--- config.mk ---
export PLATFORM = sky130hd
export DESIGN_NAME = linked_list_queue_manager_flat
export DESIGN_NICKNAME = d
export VERILOG_FILES = /design/src/sv/llq_pkg.sv /design/src/sv/llq_req_if.sv /design/src/sv/llq_rsp_if.sv /design/src/sv/llq_ram.sv /design/src/sv/llq_qtab.sv /design/src/sv/linked_list_queue_manager.sv /design/src/flat_wrapper.sv
export SDC_FILE = /design/constraint.sdc
export NUM_CORES = 2
export LEC_CHECK = 0
export CAP_MARGIN = 10
export CORE_MARGIN = 5
export CORE_UTILIZATION = 45
export DETAILED_ROUTE_END_ITERATION = 6
export DONT_BUFFER_PORTS = 1
export GPL_TIMING_DRIVEN = 0
export HOLD_SLACK_MARGIN = 0.08
export REMOVE_ABC_BUFFERS = 1
export SLEW_MARGIN = 40
export SYNTH_ARGS = -nofsm -noshare
export SYNTH_HDL_FRONTEND = slang
export SYNTH_HIERARCHICAL = 1
export SYNTH_MEMORY_MAX_BITS = 65536
export SYNTH_SLANG_ARGS = --single-unit
--- constraint.sdc ---
create_clock -name clk -period 12.5 [get_ports clk]
set_clock_uncertainty 0.2 [all_clocks]
set_input_delay 0.625 -clock clk [delete_from_list [all_inputs] [get_ports clk]]
set_output_delay 0.625 -clock clk [all_outputs]
set_load 0.02 [all_outputs]
--- src/sv/llq_pkg.sv ---
// ---------------------------------------------------------------------------
// llq_pkg
// Shared sizes, codes, types and helpers for the linked list queue manager.
// ---------------------------------------------------------------------------
package llq_pkg;

  // Pool and queue sizes
  localparam int NUM_ENTRIES = 256;
  localparam int NUM_QUEUES  = 4;

  // Field and storage widths
  localparam int ACTION_W = 2;
  localparam int QID_W    = 2;
  localparam int ENTRY_W  = $clog2(NUM_ENTRIES);
  localparam int LINK_W   = ENTRY_W + 1;
  localparam int COUNT_W  = 9;

  // A link or end pointer holding NUM_ENTRIES means "none"
  localparam logic [LINK_W-1:0]  LINK_NONE = LINK_W'(NUM_ENTRIES);
  localparam logic [COUNT_W-1:0] COUNT_MAX = '1;

  // Action codes
  localparam logic [ACTION_W-1:0] ACT_PUSH = 2'd0;
  localparam logic [ACTION_W-1:0] ACT_POP  = 2'd1;
  localparam logic [ACTION_W-1:0] ACT_MOVE = 2'd2;

  // Command to the queue table: one queue selected, optional writes
  typedef struct packed {
    logic [QID_W-1:0]  sel;
    logic              top_we;
    logic [LINK_W-1:0] top_wdata;
    logic              bot_we;
    logic [LINK_W-1:0] bot_wdata;
    logic              cnt_inc;
    logic              cnt_dec;
  } qtab_cmd_t;

  // View of the selected queue, with saturated count neighbors
  typedef struct packed {
    logic [LINK_W-1:0]  top;
    logic [LINK_W-1:0]  bottom;
    logic [COUNT_W-1:0] count;
    logic [COUNT_W-1:0] count_up;
    logic [COUNT_W-1:0] count_dn;
  } qtab_view_t;

  function automatic logic is_entry(input logic [LINK_W-1:0] v);
    return v < LINK_W'(NUM_ENTRIES);
  endfunction

endpackage

--- src/sv/llq_req_if.sv ---
// ---------------------------------------------------------------------------
// llq_req_if
// Request channel: valid/ready handshake with the action payload.
// ---------------------------------------------------------------------------
interface llq_req_if;
  import llq_pkg::*;

  logic                valid;
  logic                ready;
  logic [ACTION_W-1:0] action;
  logic [QID_W-1:0]    queue_id;
  logic [ENTRY_W-1:0]  entry_index;
  logic                source_present;
  logic [QID_W-1:0]    dest_queue;

  modport source (
    output valid, action, queue_id, entry_index, source_present, dest_queue,
    input  ready
  );
  modport sink (
    input  valid, action, queue_id, entry_index, source_present, dest_queue,
    output ready
  );
endinterface

--- src/sv/llq_rsp_if.sv ---
// ---------------------------------------------------------------------------
// llq_rsp_if
// Response channel: valid/ready handshake with the result payload.
// ---------------------------------------------------------------------------
interface llq_rsp_if;
  import llq_pkg::*;

  logic               valid;
  logic               ready;
  logic [ENTRY_W-1:0] popped_entry;
  logic               popped_valid;
  logic [COUNT_W-1:0] queue_length;

  modport source (
    output valid, popped_entry, popped_valid, queue_length,
    input  ready
  );
  modport sink (
    input  valid, popped_entry, popped_valid, queue_length,
    output ready
  );
endinterface

--- src/sv/llq_ram.sv ---
// ---------------------------------------------------------------------------
// llq_ram
// Generic one-write, one-read RAM with registered read data.
// ---------------------------------------------------------------------------
module llq_ram #(
  parameter int WIDTH = 8,
  parameter int DEPTH = 256
) (
  input  logic                     clk,
  input  logic                     we,
  input  logic [$clog2(DEPTH)-1:0] waddr,
  input  logic [WIDTH-1:0]         wdata,
  input  logic                     re,
  input  logic [$clog2(DEPTH)-1:0] raddr,
  output logic [WIDTH-1:0]         rdata
);
  logic [WIDTH-1:0] mem [DEPTH];

  // Write port
  always_ff @(posedge clk) begin
    if (we) begin
      mem[waddr] <= wdata;
    end
  end

  // Registered read port
  always_ff @(posedge clk) begin
    if (re) begin
      rdata <= mem[raddr];
    end
  end
endmodule

--- src/sv/llq_qtab.sv ---
// ---------------------------------------------------------------------------
// llq_qtab
// Per-queue top, bottom and length with one select port and one shared
// saturating count up/down unit.
// ---------------------------------------------------------------------------
module llq_qtab (
  input  logic               clk,
  input  logic               rst,
  input  llq_pkg::qtab_cmd_t cmd,
  output llq_pkg::qtab_view_t view
);
  import llq_pkg::*;

  logic [LINK_W-1:0]  top    [NUM_QUEUES];
  logic [LINK_W-1:0]  bottom [NUM_QUEUES];
  logic [COUNT_W-1:0] count  [NUM_QUEUES];

  // Read the selected queue and form its saturated neighbors
  always_comb begin
    view.top      = top[cmd.sel];
    view.bottom   = bottom[cmd.sel];
    view.count    = count[cmd.sel];
    view.count_up = (view.count == COUNT_MAX) ? view.count : view.count + 1'b1;
    view.count_dn = (view.count == '0) ? view.count : view.count - 1'b1;
  end

  // Update the selected queue
  always_ff @(posedge clk) begin
    if (rst) begin
      for (int i = 0; i < NUM_QUEUES; i++) begin
        top[i]    <= LINK_NONE;
        bottom[i] <= LINK_NONE;
        count[i]  <= '0;
      end
    end else begin
      if (cmd.top_we) begin
        top[cmd.sel] <= cmd.top_wdata;
      end
      if (cmd.bot_we) begin
        bottom[cmd.sel] <= cmd.bot_wdata;
      end
      if (cmd.cnt_inc) begin
        count[cmd.sel] <= view.count_up;
      end else if (cmd.cnt_dec) begin
        count[cmd.sel] <= view.count_dn;
      end
    end
  end
endmodule

--- src/sv/linked_list_queue_manager.sv ---
// ---------------------------------------------------------------------------
// linked_list_queue_manager
// Doubly linked queues over a shared pool of entry indices.
// ---------------------------------------------------------------------------
// Usage:
//   req carries one request: push an entry at a queue's top, pop the entry
//   at a queue's bottom, or move an entry out of an optional source queue to
//   the bottom of a destination queue. rsp returns exactly one result per
//   request: the popped entry and its flag, and the new length of the queue
//   written last. Malformed requests change nothing and return zeros.
//   One request is in work at a time; req.ready is high only while idle.
//   A push writes the entry's links and the queue top, then links the old top
//   back if any; a pop reads the bottom's previous link, detaches the entry,
//   then clears its next link; a move reads and unlinks the entry from its
//   source queue if present, appends it at the destination bottom, then clears
//   its next link. The steps are set by the previous and next link RAMs, each
//   with one write and one registered read port, stepped by a small sequencer
//   over one shared queue table port. Reset sets all queues empty (ends none,
//   length zero); the link RAMs are not cleared, and the user must see that
//   they are only read once written; the block does not enforce it. The next
//   request waits until the result is loaded, so a stalled rsp blocks it.
// ---------------------------------------------------------------------------
module linked_list_queue_manager (
  input logic     clk,
  input logic     rst,
  llq_req_if.sink   req,
  llq_rsp_if.source rsp
);
  import llq_pkg::*;

  localparam logic [3:0] S_IDLE      = 4'd0;
  localparam logic [3:0] S_PUSH_W    = 4'd1;
  localparam logic [3:0] S_PUSH_L    = 4'd2;
  localparam logic [3:0] S_POP_RD    = 4'd3;
  localparam logic [3:0] S_POP_W1    = 4'd4;
  localparam logic [3:0] S_POP_W2    = 4'd5;
  localparam logic [3:0] S_MV_RD     = 4'd6;
  localparam logic [3:0] S_MV_UNLINK = 4'd7;
  localparam logic [3:0] S_MV_APPEND = 4'd8;
  localparam logic [3:0] S_MV_TAIL   = 4'd9;
  localparam logic [3:0] S_DONE      = 4'd10;

  logic [3:0] state;
  logic [3:0] state_next;

  // Latched request
  logic [QID_W-1:0]   qid;
  logic [QID_W-1:0]   dq;
  logic [ENTRY_W-1:0] ent;
  logic [LINK_W-1:0]  ent_link;
  logic [LINK_W-1:0]  tmp;

  // Result under construction and output slot
  logic [ENTRY_W-1:0] res_popped;
  logic               res_valid;
  logic [COUNT_W-1:0] res_len;
  logic               out_valid;
  logic [ENTRY_W-1:0] out_popped;
  logic               out_pvalid;
  logic [COUNT_W-1:0] out_len;

  // Link RAM ports
  logic               prev_we, prev_re, next_we, next_re;
  logic [ENTRY_W-1:0] prev_waddr, prev_raddr, next_waddr, next_raddr;
  logic [LINK_W-1:0]  prev_wdata, prev_rdata, next_wdata, next_rdata;

  qtab_cmd_t  qcmd;
  qtab_view_t qview;

  logic accept;
  logic q_ok, d_ok, e_ok;
  logic out_load;

  assign accept   = req.valid && req.ready;
  assign ent_link = {1'b0, ent};
  assign out_load = (state == S_DONE) && (!out_valid || rsp.ready);

  // Request range checks
  assign q_ok = int'(req.queue_id) < NUM_QUEUES;
  assign d_ok = int'(req.dest_queue) < NUM_QUEUES;
  assign e_ok = int'(req.entry_index) < NUM_ENTRIES;

  llq_qtab u_qtab (
    .clk  (clk),
    .rst  (rst),
    .cmd  (qcmd),
    .view (qview)
  );

  llq_ram #(.WIDTH(LINK_W), .DEPTH(NUM_ENTRIES)) u_prev_ram (
    .clk   (clk),
    .we    (prev_we),
    .waddr (prev_waddr),
    .wdata (prev_wdata),
    .re    (prev_re),
    .raddr (prev_raddr),
    .rdata (prev_rdata)
  );

  llq_ram #(.WIDTH(LINK_W), .DEPTH(NUM_ENTRIES)) u_next_ram (
    .clk   (clk),
    .we    (next_we),
    .waddr (next_waddr),
    .wdata (next_wdata),
    .re    (next_re),
    .raddr (next_raddr),
    .rdata (next_rdata)
  );

  // Sequencer: next state
  always_comb begin
    state_next = state;
    case (state)
      S_IDLE: begin
        if (accept) begin
          state_next = S_DONE;
          case (req.action)
            ACT_PUSH: if (q_ok && e_ok) state_next = S_PUSH_W;
            ACT_POP:  if (q_ok) state_next = S_POP_RD;
            ACT_MOVE: begin
              if (e_ok && d_ok && (!req.source_present || q_ok)) begin
                state_next = req.source_present ? S_MV_RD : S_MV_APPEND;
              end
            end
            default: state_next = S_DONE;
          endcase
        end
      end
      S_PUSH_W:    state_next = is_entry(qview.top) ? S_PUSH_L : S_DONE;
      S_PUSH_L:    state_next = S_DONE;
      S_POP_RD:    state_next = is_entry(qview.bottom) ? S_POP_W1 : S_DONE;
      S_POP_W1:    state_next = S_POP_W2;
      S_POP_W2:    state_next = S_DONE;
      S_MV_RD:     state_next = S_MV_UNLINK;
      S_MV_UNLINK: state_next = S_MV_APPEND;
      S_MV_APPEND: state_next = S_MV_TAIL;
      S_MV_TAIL:   state_next = S_DONE;
      S_DONE:      state_next = out_load ? S_IDLE : S_DONE;
      default:     state_next = S_IDLE;
    endcase
  end

  // Sequencer: link RAM and queue table commands per step
  always_comb begin
    prev_we    = 1'b0;
    prev_waddr = ent;
    prev_wdata = LINK_NONE;
    prev_re    = 1'b0;
    prev_raddr = ent;
    next_we    = 1'b0;
    next_waddr = ent;
    next_wdata = LINK_NONE;
    next_re    = 1'b0;
    next_raddr = ent;
    qcmd           = '0;
    qcmd.sel       = qid;
    qcmd.top_wdata = ent_link;
    qcmd.bot_wdata = ent_link;
    case (state)
      // New entry at top: no previous, next is the old top
      S_PUSH_W: begin
        prev_we     = 1'b1;
        next_we     = 1'b1;
        next_wdata  = qview.top;
        qcmd.top_we = 1'b1;
        qcmd.bot_we = !is_entry(qview.top);
        qcmd.cnt_inc = 1'b1;
      end
      // Old top points back at the new entry
      S_PUSH_L: begin
        prev_we    = 1'b1;
        prev_waddr = tmp[ENTRY_W-1:0];
        prev_wdata = ent_link;
      end
      // Fetch the bottom entry's previous link
      S_POP_RD: begin
        prev_re    = is_entry(qview.bottom);
        prev_raddr = qview.bottom[ENTRY_W-1:0];
      end
      // Detach the bottom entry
      S_POP_W1: begin
        if (is_entry(prev_rdata)) begin
          qcmd.bot_we    = 1'b1;
          qcmd.bot_wdata = prev_rdata;
          next_we        = 1'b1;
          next_waddr     = prev_rdata[ENTRY_W-1:0];
        end else begin
          qcmd.top_we    = 1'b1;
          qcmd.top_wdata = LINK_NONE;
          qcmd.bot_we    = 1'b1;
          qcmd.bot_wdata = LINK_NONE;
        end
        qcmd.cnt_dec = 1'b1;
        prev_we      = 1'b1;
        prev_waddr   = tmp[ENTRY_W-1:0];
      end
      S_POP_W2: begin
        next_we    = 1'b1;
        next_waddr = tmp[ENTRY_W-1:0];
      end
      // Fetch both links of the moved entry
      S_MV_RD: begin
        prev_re = 1'b1;
        next_re = 1'b1;
      end
      // Unlink from the source queue
      S_MV_UNLINK: begin
        if (qview.top == ent_link) begin
          qcmd.top_we    = 1'b1;
          qcmd.top_wdata = next_rdata;
        end
        if (qview.bottom == ent_link) begin
          qcmd.bot_we    = 1'b1;
          qcmd.bot_wdata = prev_rdata;
        end
        if (is_entry(prev_rdata)) begin
          next_we    = 1'b1;
          next_waddr = prev_rdata[ENTRY_W-1:0];
          next_wdata = next_rdata;
        end
        if (is_entry(next_rdata)) begin
          prev_we    = 1'b1;
          prev_waddr = next_rdata[ENTRY_W-1:0];
          prev_wdata = prev_rdata;
        end
        qcmd.cnt_dec = 1'b1;
      end
      // Append at the destination bottom
      S_MV_APPEND: begin
        qcmd.sel   = dq;
        prev_we    = 1'b1;
        prev_wdata = qview.bottom;
        if (is_entry(qview.bottom)) begin
          next_we    = 1'b1;
          next_waddr = qview.bottom[ENTRY_W-1:0];
          next_wdata = ent_link;
        end
        qcmd.bot_we  = 1'b1;
        qcmd.top_we  = !is_entry(qview.top);
        qcmd.cnt_inc = 1'b1;
      end
      S_MV_TAIL: begin
        next_we = 1'b1;
      end
      default: begin
        qcmd.sel = qid;
      end
    endcase
  end

  // Control registers
  always_ff @(posedge clk) begin
    if (rst) begin
      state     <= S_IDLE;
      out_valid <= 1'b0;
    end else begin
      state <= state_next;
      if (out_load) begin
        out_valid <= 1'b1;
      end else if (rsp.ready) begin
        out_valid <= 1'b0;
      end
    end
  end

  // Request, scratch and result registers
  always_ff @(posedge clk) begin
    case (state)
      S_IDLE: begin
        if (accept) begin
          qid        <= req.queue_id;
          dq         <= req.dest_queue;
          ent        <= req.entry_index;
          res_popped <= '0;
          res_valid  <= 1'b0;
          res_len    <= '0;
        end
      end
      S_PUSH_W: begin
        tmp     <= qview.top;
        res_len <= qview.count_up;
      end
      S_POP_RD: begin
        tmp <= qview.bottom;
        if (!is_entry(qview.bottom)) begin
          res_len <= qview.count;
        end
      end
      S_POP_W1: begin
        res_popped <= tmp[ENTRY_W-1:0];
        res_valid  <= 1'b1;
        res_len    <= qview.count_dn;
      end
      S_MV_APPEND: begin
        res_len <= qview.count_up;
      end
      default: begin
        tmp <= tmp;
      end
    endcase
    if (out_load) begin
      out_popped <= res_popped;
      out_pvalid <= res_valid;
      out_len    <= res_len;
    end
  end

  // Ports
  assign req.ready        = (state == S_IDLE);
  assign rsp.valid        = out_valid;
  assign rsp.popped_entry = out_popped;
  assign rsp.popped_valid = out_pvalid;
  assign rsp.queue_length = out_len;

endmodule

--- src/flat_wrapper.sv ---
// flat-port wrapper written by rule: the top's interface ports become plain ports
module linked_list_queue_manager_flat import llq_pkg::*;
  (clk, rst, req_valid, req_action, req_queue_id, req_entry_index, req_source_present, req_dest_queue, req_ready, rsp_valid, rsp_popped_entry, rsp_popped_valid, rsp_queue_length, rsp_ready);
  llq_req_if req_i ();
  llq_rsp_if rsp_i ();
  input logic clk;
  input logic rst;
  input wire logic [$bits(req_i.valid)-1:0] req_valid;
  input wire logic [$bits(req_i.action)-1:0] req_action;
  input wire logic [$bits(req_i.queue_id)-1:0] req_queue_id;
  input wire logic [$bits(req_i.entry_index)-1:0] req_entry_index;
  input wire logic [$bits(req_i.source_present)-1:0] req_source_present;
  input wire logic [$bits(req_i.dest_queue)-1:0] req_dest_queue;
  output wire logic [$bits(req_i.ready)-1:0] req_ready;
  output wire logic [$bits(rsp_i.valid)-1:0] rsp_valid;
  output wire logic [$bits(rsp_i.popped_entry)-1:0] rsp_popped_entry;
  output wire logic [$bits(rsp_i.popped_valid)-1:0] rsp_popped_valid;
  output wire logic [$bits(rsp_i.queue_length)-1:0] rsp_queue_length;
  input wire logic [$bits(rsp_i.ready)-1:0] rsp_ready;
  assign req_i.valid = req_valid;
  assign req_i.action = req_action;
  assign req_i.queue_id = req_queue_id;
  assign req_i.entry_index = req_entry_index;
  assign req_i.source_present = req_source_present;
  assign req_i.dest_queue = req_dest_queue;
  assign req_ready = req_i.ready;
  assign rsp_valid = rsp_i.valid;
  assign rsp_popped_entry = rsp_i.popped_entry;
  assign rsp_popped_valid = rsp_i.popped_valid;
  assign rsp_queue_length = rsp_i.queue_length;
  assign rsp_i.ready = rsp_ready;
  linked_list_queue_manager u_core (.clk(clk), .rst(rst), .req(req_i), .rsp(rsp_i));
endmodule
== Word-level counts from Yosys, hierarchy flattened ==
Memories as Yosys holds them, arrays and structs flattened. A register that Yosys moved wholly into a read port is not among the register bits.
Cells that the tools add are included.
Word-level totals
  register bits after elaboration: 61
  RAM bits: 4716
  input port bits: 19
  output and inout port bits: 20
  word-level logic and storage cells: 142
  memories: 5
Memories
  u_core.u_next_ram.mem: words 256, bits a word 9, read ports 1, clocked after Yosys merged registers in 1, write ports 1, line llq_ram.sv:17  | logic [WIDTH-1:0] mem [DEPTH];
  u_core.u_prev_ram.mem: words 256, bits a word 9, read ports 1, clocked after Yosys merged registers in 1, write ports 1, line llq_ram.sv:17
  u_core.u_qtab.bottom: words 4, bits a word 9, read ports 1, clocked after Yosys merged registers in 0, write ports 4, line llq_qtab.sv:15  | logic [LINK_W-1:0] bottom [NUM_QUEUES];
  u_core.u_qtab.count: words 4, bits a word 9, read ports 1, clocked after Yosys merged registers in 0, write ports 4, line llq_qtab.sv:16  | logic [COUNT_W-1:0] count [NUM_QUEUES];
  u_core.u_qtab.top: words 4, bits a word 9, read ports 1, clocked after Yosys merged registers in 0, write ports 4, line llq_qtab.sv:14  | logic [LINK_W-1:0] top [NUM_QUEUES];
Cells by class
  add/sub/neg operators: 2
  magnitude comparators: 4
  equality and inequality tests: 17
  multiplexer cells: 77
  bitwise gates (word level): 1
  reduce and logical (&&, ||, !) cells: 24
Operators with widths (number)
  9-bit 2-to-1 mux: 12
  9-bit one-hot mux with 3 select lines: 2
  8-bit one-hot mux with 2 select lines: 3
  8-bit 2-to-1 mux: 5
  9-bit less-than comparator, second input constant: 4
  4-bit one-hot mux with 9 select lines: 1
  9-bit one-hot mux with 2 select lines: 2
  9-bit one-hot mux with 4 select lines: 1
  1-bit 2-to-1 mux: 31
  10-bit 2-to-1 mux: 3
  9-bit OR reduction: 3
  8-bit one-hot mux with 3 select lines: 1
  4-bit 2-to-1 mux: 5
  9-bit by 8-bit == test with 1-bit output: 2
  4-bit by 3-bit == test with 1-bit output, second input constant: 4
  4-bit == test, second input constant: 3
  4-bit one-hot mux with 3 select lines: 1
  9-bit by 1-bit adder with 9-bit output, second input constant: 1
  9-bit == test, second input constant: 1
  9-bit logical NOT: 1
  9-bit by 1-bit subtractor with 9-bit output, second input constant: 1
  4-bit by 2-bit == test with 1-bit output, second input constant: 2
  2-bit 2-to-1 mux: 4
  1-bit one-hot mux with 4 select lines: 2
  other kinds (19): 30

== Logic depth before layout (Yosys ltp) ==
An unclocked memory read counts as a cell.
  word-level depth: 11
  gate-level depth with buffers: 24
  gate-level depth less buffers: 14

== Cells and area by module ==
Netlist, hierarchy kept.
Modules (own cells, without submodules)
  llq_ram: times used 2, cells each 4237, area an instance 89368.2 µm², sequential area each 69456.6 µm²
  llq_qtab: times used 1, cells each 427, area an instance 5679.2 µm², sequential area each 3243.1 µm²
  linked_list_queue_manager: times used 1, cells each 404, area an instance 3794.9 µm², sequential area each 1781.7 µm²

== Worst setup path after synthesis ==
Ideal clock, no wire load.
  path type: flip-flop to flip-flop
  start point: reg u_core.state[2]
  end point: mem u_core/u_prev_ram/mem[0][8] (netlist bit), data pin
  library setup time: 2.242 ns
  arrival: 11.437 ns
  data required time: 10.058 ns
  setup slack: -1.380 ns
  stages on the path, launching flop included: 6
  buffers on the path: 2
  clock period less this slack: 13.880 ns
  path through: dfxtp_1 buf_2 clkbuf_1 or2_2 nor2_1 o31ai_1
Between the ends
  longest elaborated chain between the ends: 4
  elaborated cells between the ends (all ways): 6
  classes of those cells: eq/ne (3); mux (2); memory (1)
RTL lines
  start, declared: line linked_list_queue_manager.sv:43  | logic [3:0] state;
  start signal, assigned: line linked_list_queue_manager.sv:257  | state <= state_next;
  4-bit == test: line linked_list_queue_manager.sv:159  | case (state)
  2-bit 2-to-1 mux: line linked_list_queue_manager.sv:159
  memory 4 x 9 bit
  9-bit one-hot mux with 3 select lines (*): line linked_list_queue_manager.sv:159
  named net u_core.prev_wdata[8]: line linked_list_queue_manager.sv:65  | logic [LINK_W-1:0] prev_wdata, prev_rdata, next_wdata, next_rdata;
  end, declared: line llq_ram.sv:17
Mark *: on every way through the listed nets, which the timed path passes. The rest lies on a longest branch.

==> flow_summary.yaml <==
run_status:
  outcome: "completed"
critical_path:
  cp_slowest_stage_delay_ns: 0.85
  crit_path_end_kind: "flop"
  slowest_stage: "dfxtp_1"
  critPathMostFrequentCell: "buf_12"
  crit_path_cell_trace: "nor2_1, nand3b_1, nand2_1, nand2_4, buf_16, mux4_2, nand2_1, nand2_4, buf_12, buf_12, buf_12, buf_12, buf_12, buf_12, buf_12, mux4_2, a22o_1, a221oi_1, o32ai_1, o22ai_1, nor3_1"
  cp_max_fo: 34
  crit_arrival_ns: 8.74
  crit_required_ns: 12.94
  crit_type: "flop to flop"
  critical_path.startpoint_type: "flop"
  r2r_cells: 21
run:
  drv_cap: 0
clocking:
  post_cts_buffers: 0
  cts_inserted_buffers: 463
  cts_max_path_buffers: 4
  hold_buffers: 35
  h-tree-depth: 5
  cts_tree: "done"
  cts_sinks: 4795
  clk_pin_slew_ns: 0.06
  cts_resized: 0
  clk_latency_ns: 0.98
  clockRootBuffer: "clkbuf_16"
logic_synthesis:
  ys_ff_latch: 4795
  synthArstFlopShare_pct: 0
  netlist_area_mm2: 0.1882
  yosys_most_used_dff: "edfxtp_1"
  ys_seq_area_share_pct: 76.48
  synth_edf_count: 4790
  synthCells: 9305
  yosysWarningCount: 6
  avgSynthCellArea_um2: 20.23
  synth.distinct_cells: 88
finish:
  layout-drive-gt1-share_pct: 28.51
  finish.utilization_pct: 51.98
  nets: 9763
  instances_no_fill: 15620
  syn_to_final_growth_pct: 15.07
grt:
  grt_pass1_wl_mm: 686.0
  grt_max_degree: 59
  antenna_found_initial: 9
  grt-ovfl-total: 0
  grt_pass1_vias: 96040
  grtUsageTotal_pct: 21.52
sta:
  worst_pin_slew_ns: 0.9942
  fin_crit_sh_pct: 66.38
  max_freq_mhz: 120.5
  fin_crit_ns: 8.298
  tns_ns: 0
  slew_violations: 0
  setup_violations: 0
  maxSlewHeadroom_pct: 33.11
  hold_slack_ns: 0.2148
  finalHoldViolCount: 0
  rsz0062_at_grt: "no"
routing:
  first_pass_iters: 6
  postRouteAntennaNets: 0
  drt_iter0_drc: 10040
  routed_wl_mm: 474.9
  wl_per_cell_um: 30.41
  vias_per_cell: 6.087
  drc_errors: 0
  vias: 95060
floorplanning:
  core_mm2: 0.4166
  fp-row-count: 237
  die_area_mm2: 0.4313
  start_util_pct: 45.17
  die-height_um: 656.7
  io_pins: 39
  die_w_um: 656.7
power_and_ir_drop:
  p_per_area_mw_per_mm2: 204.7
  peakVddDrop_v: 0.0001519
  p_leak_uw: 0.06802
placed_design:
  dp.cells: 14740
  dp_hpwl_mm: 319.1
  place_congestion: 0.8573
  io_buffers: 0
worst_hold_path:
  hold_depth: 0
  hp-class: "flop to flop"
-- routing by layer --
layer	global-route usage (%)	up-vias	wire length, µm
li1	-	39680	-
met1	29.44	50640	187300
met2	35.52	3966	235200
met3	3.433	766	35010
met4	7.170	6	17340
met5	0	-	41
-- worst paths after layout --
kind                             start                    endpoint  slack (ns)
setup / recovery       u_core/state[2]  u_core/u_prev_ram/rdata[7]        4.20
hold / removal    u_core/res_popped[2]  u_core/rsp.popped_entry[2]        0.21
setup reg to reg       u_core/state[2]  u_core/u_prev_ram/rdata[7]        4.20
hold reg to reg   u_core/res_popped[2]  u_core/rsp.popped_entry[2]        0.21
-- cells by family after synthesis --
logic type	synth area share, %
xor+xnor	0.1024
compound gates	4.174
simple gates	3.339
fa+ha+maj	0.01329
buf+inv	1.867
flops	76.48
mux	14.03
-- cells in the final DEF, fill, tap and decap left out, types with 20 or more instances in the layout --
cell | Yosys | final
a22o_1 | 24 | 24
nor4_2 | 0 | 35
buf_12 | 10 | 143
nor2_2 | 2 | 501
mux2_2 | 47 | 47
nand3_4 | 0 | 20
a21oi_1 | 220 | 220
a221oi_1 | 22 | 22
edfxtp_1 | 4790 | 4790
nand2_4 | 0 | 20
clkinv_1 | 2 | 115
dlygate4sd3_1 | 0 | 35
clkbuf_16 | 0 | 475
bufinv_16 | 0 | 48
nor2_1 | 653 | 150
nor3_1 | 80 | 73
a31oi_1 | 22 | 22
buf_2 | 119 | 41
nand3_1 | 72 | 38
clkbuf_1 | 276 | 100
nand2b_1 | 41 | 32
buf_16 | 0 | 32
buf_8 | 24 | 53
buf_6 | 56 | 177
o221ai_1 | 70 | 70
nor4_1 | 56 | 21
nand4_1 | 28 | 28
o22ai_1 | 133 | 131
mux4_2 | 960 | 960
mux2i_1 | 376 | 376
and2_1 | 57 | 53
nor2b_1 | 64 | 43
nand2_1 | 181 | 145
o21ai_0 | 81 | 72
and3_1 | 32 | 32
a211oi_1 | 56 | 49
a22oi_1 | 365 | 365
clkinv_2 | 0 | 79
buf_4 | 57 | 69
inv_1 | 32 | 32
-- final cells by class --
class,count,area [µm²]
Clock inverter,266,2531
Tap cell,5497,6878
Sequential cell,4795,143900
Multi-Input combinational cell,3898,43220
Inverter,34,130.1
Clock buffer,575,12260
Timing Repair Buffer,550,7606
Antenna cell,3,7.507
Fill cell,32060,200100
-- registers in the layout (all words and copies together), names as in the netlist, 36 cells and up --
register	cells
u_core/u_next_ram/mem	2304
u_core/u_prev_ram/mem	2304
u_core/u_qtab/bottom	36
u_core/u_qtab/count	36
u_core/u_qtab/top	36
-- cell usage after synthesis (24+ instances only) --
cell type / count / area [µm²]
edfxtp_1: 4790 / 143800
mux4_2: 960 / 21620
nor2_1: 653 / 2451
mux2i_1: 376 / 3764
a22oi_1: 365 / 2740
clkbuf_1: 276 / 1036
a21oi_1: 220 / 1101
nand2_1: 181 / 679.4
o22ai_1: 133 / 832.1
buf_2: 119 / 595.6
o21ai_0: 81 / 405.4
nor3_1: 80 / 400.4
nand3_1: 72 / 360.4
o221ai_1: 70 / 613.1
nor2b_1: 64 / 400.4
and2_1: 57 / 356.6
buf_4: 57 / 427.9
a211oi_1: 56 / 420.4
buf_6: 56 / 630.6
nor4_1: 56 / 350.3
mux2_2: 47 / 529.3
nand2b_1: 41 / 256.5
buf_1: 36 / 135.1
and3_1: 32 / 200.2
inv_1: 32 / 120.1
nand4_1: 28 / 175.2
a22o_1: 24 / 210.2
buf_8: 24 / 360.4
-- stage by stage --
stage / total power, µW / setup WS (ns) / area (µm²)
2_1_floorplan: 29750 / -39.95 / 184800
3_3_place_gp: 34280 / -65.75 / 191700
3_5_place_dp: 30900 / 3.918 / 201300
4_1_cts: 44540 / 3.905 / 216400
5_1_grt: 45760 / 3.755 / 216600
6_report: 44330 / 4.202 / 216600
-- critical path, delay by kind of cell, from the launching register on --
family                 cells  cell delay [ns]
AOI/OAI and AO/OA          4             1.88
buffers and inverters      8             2.04
muxes                      2             0.85
and+or+nand+nor            7             1.99
DFF                        1             0.85
-- power breakdown --
group,internal (µW),leakage [µW],switching [µW],total (µW)
clock,7900,0.00723,5790,13700
combinational,4020,0.0168,7270,11300
sequential,19200,0.0440,116,19300
Note: power is estimated with default switching activity, not from simulation.
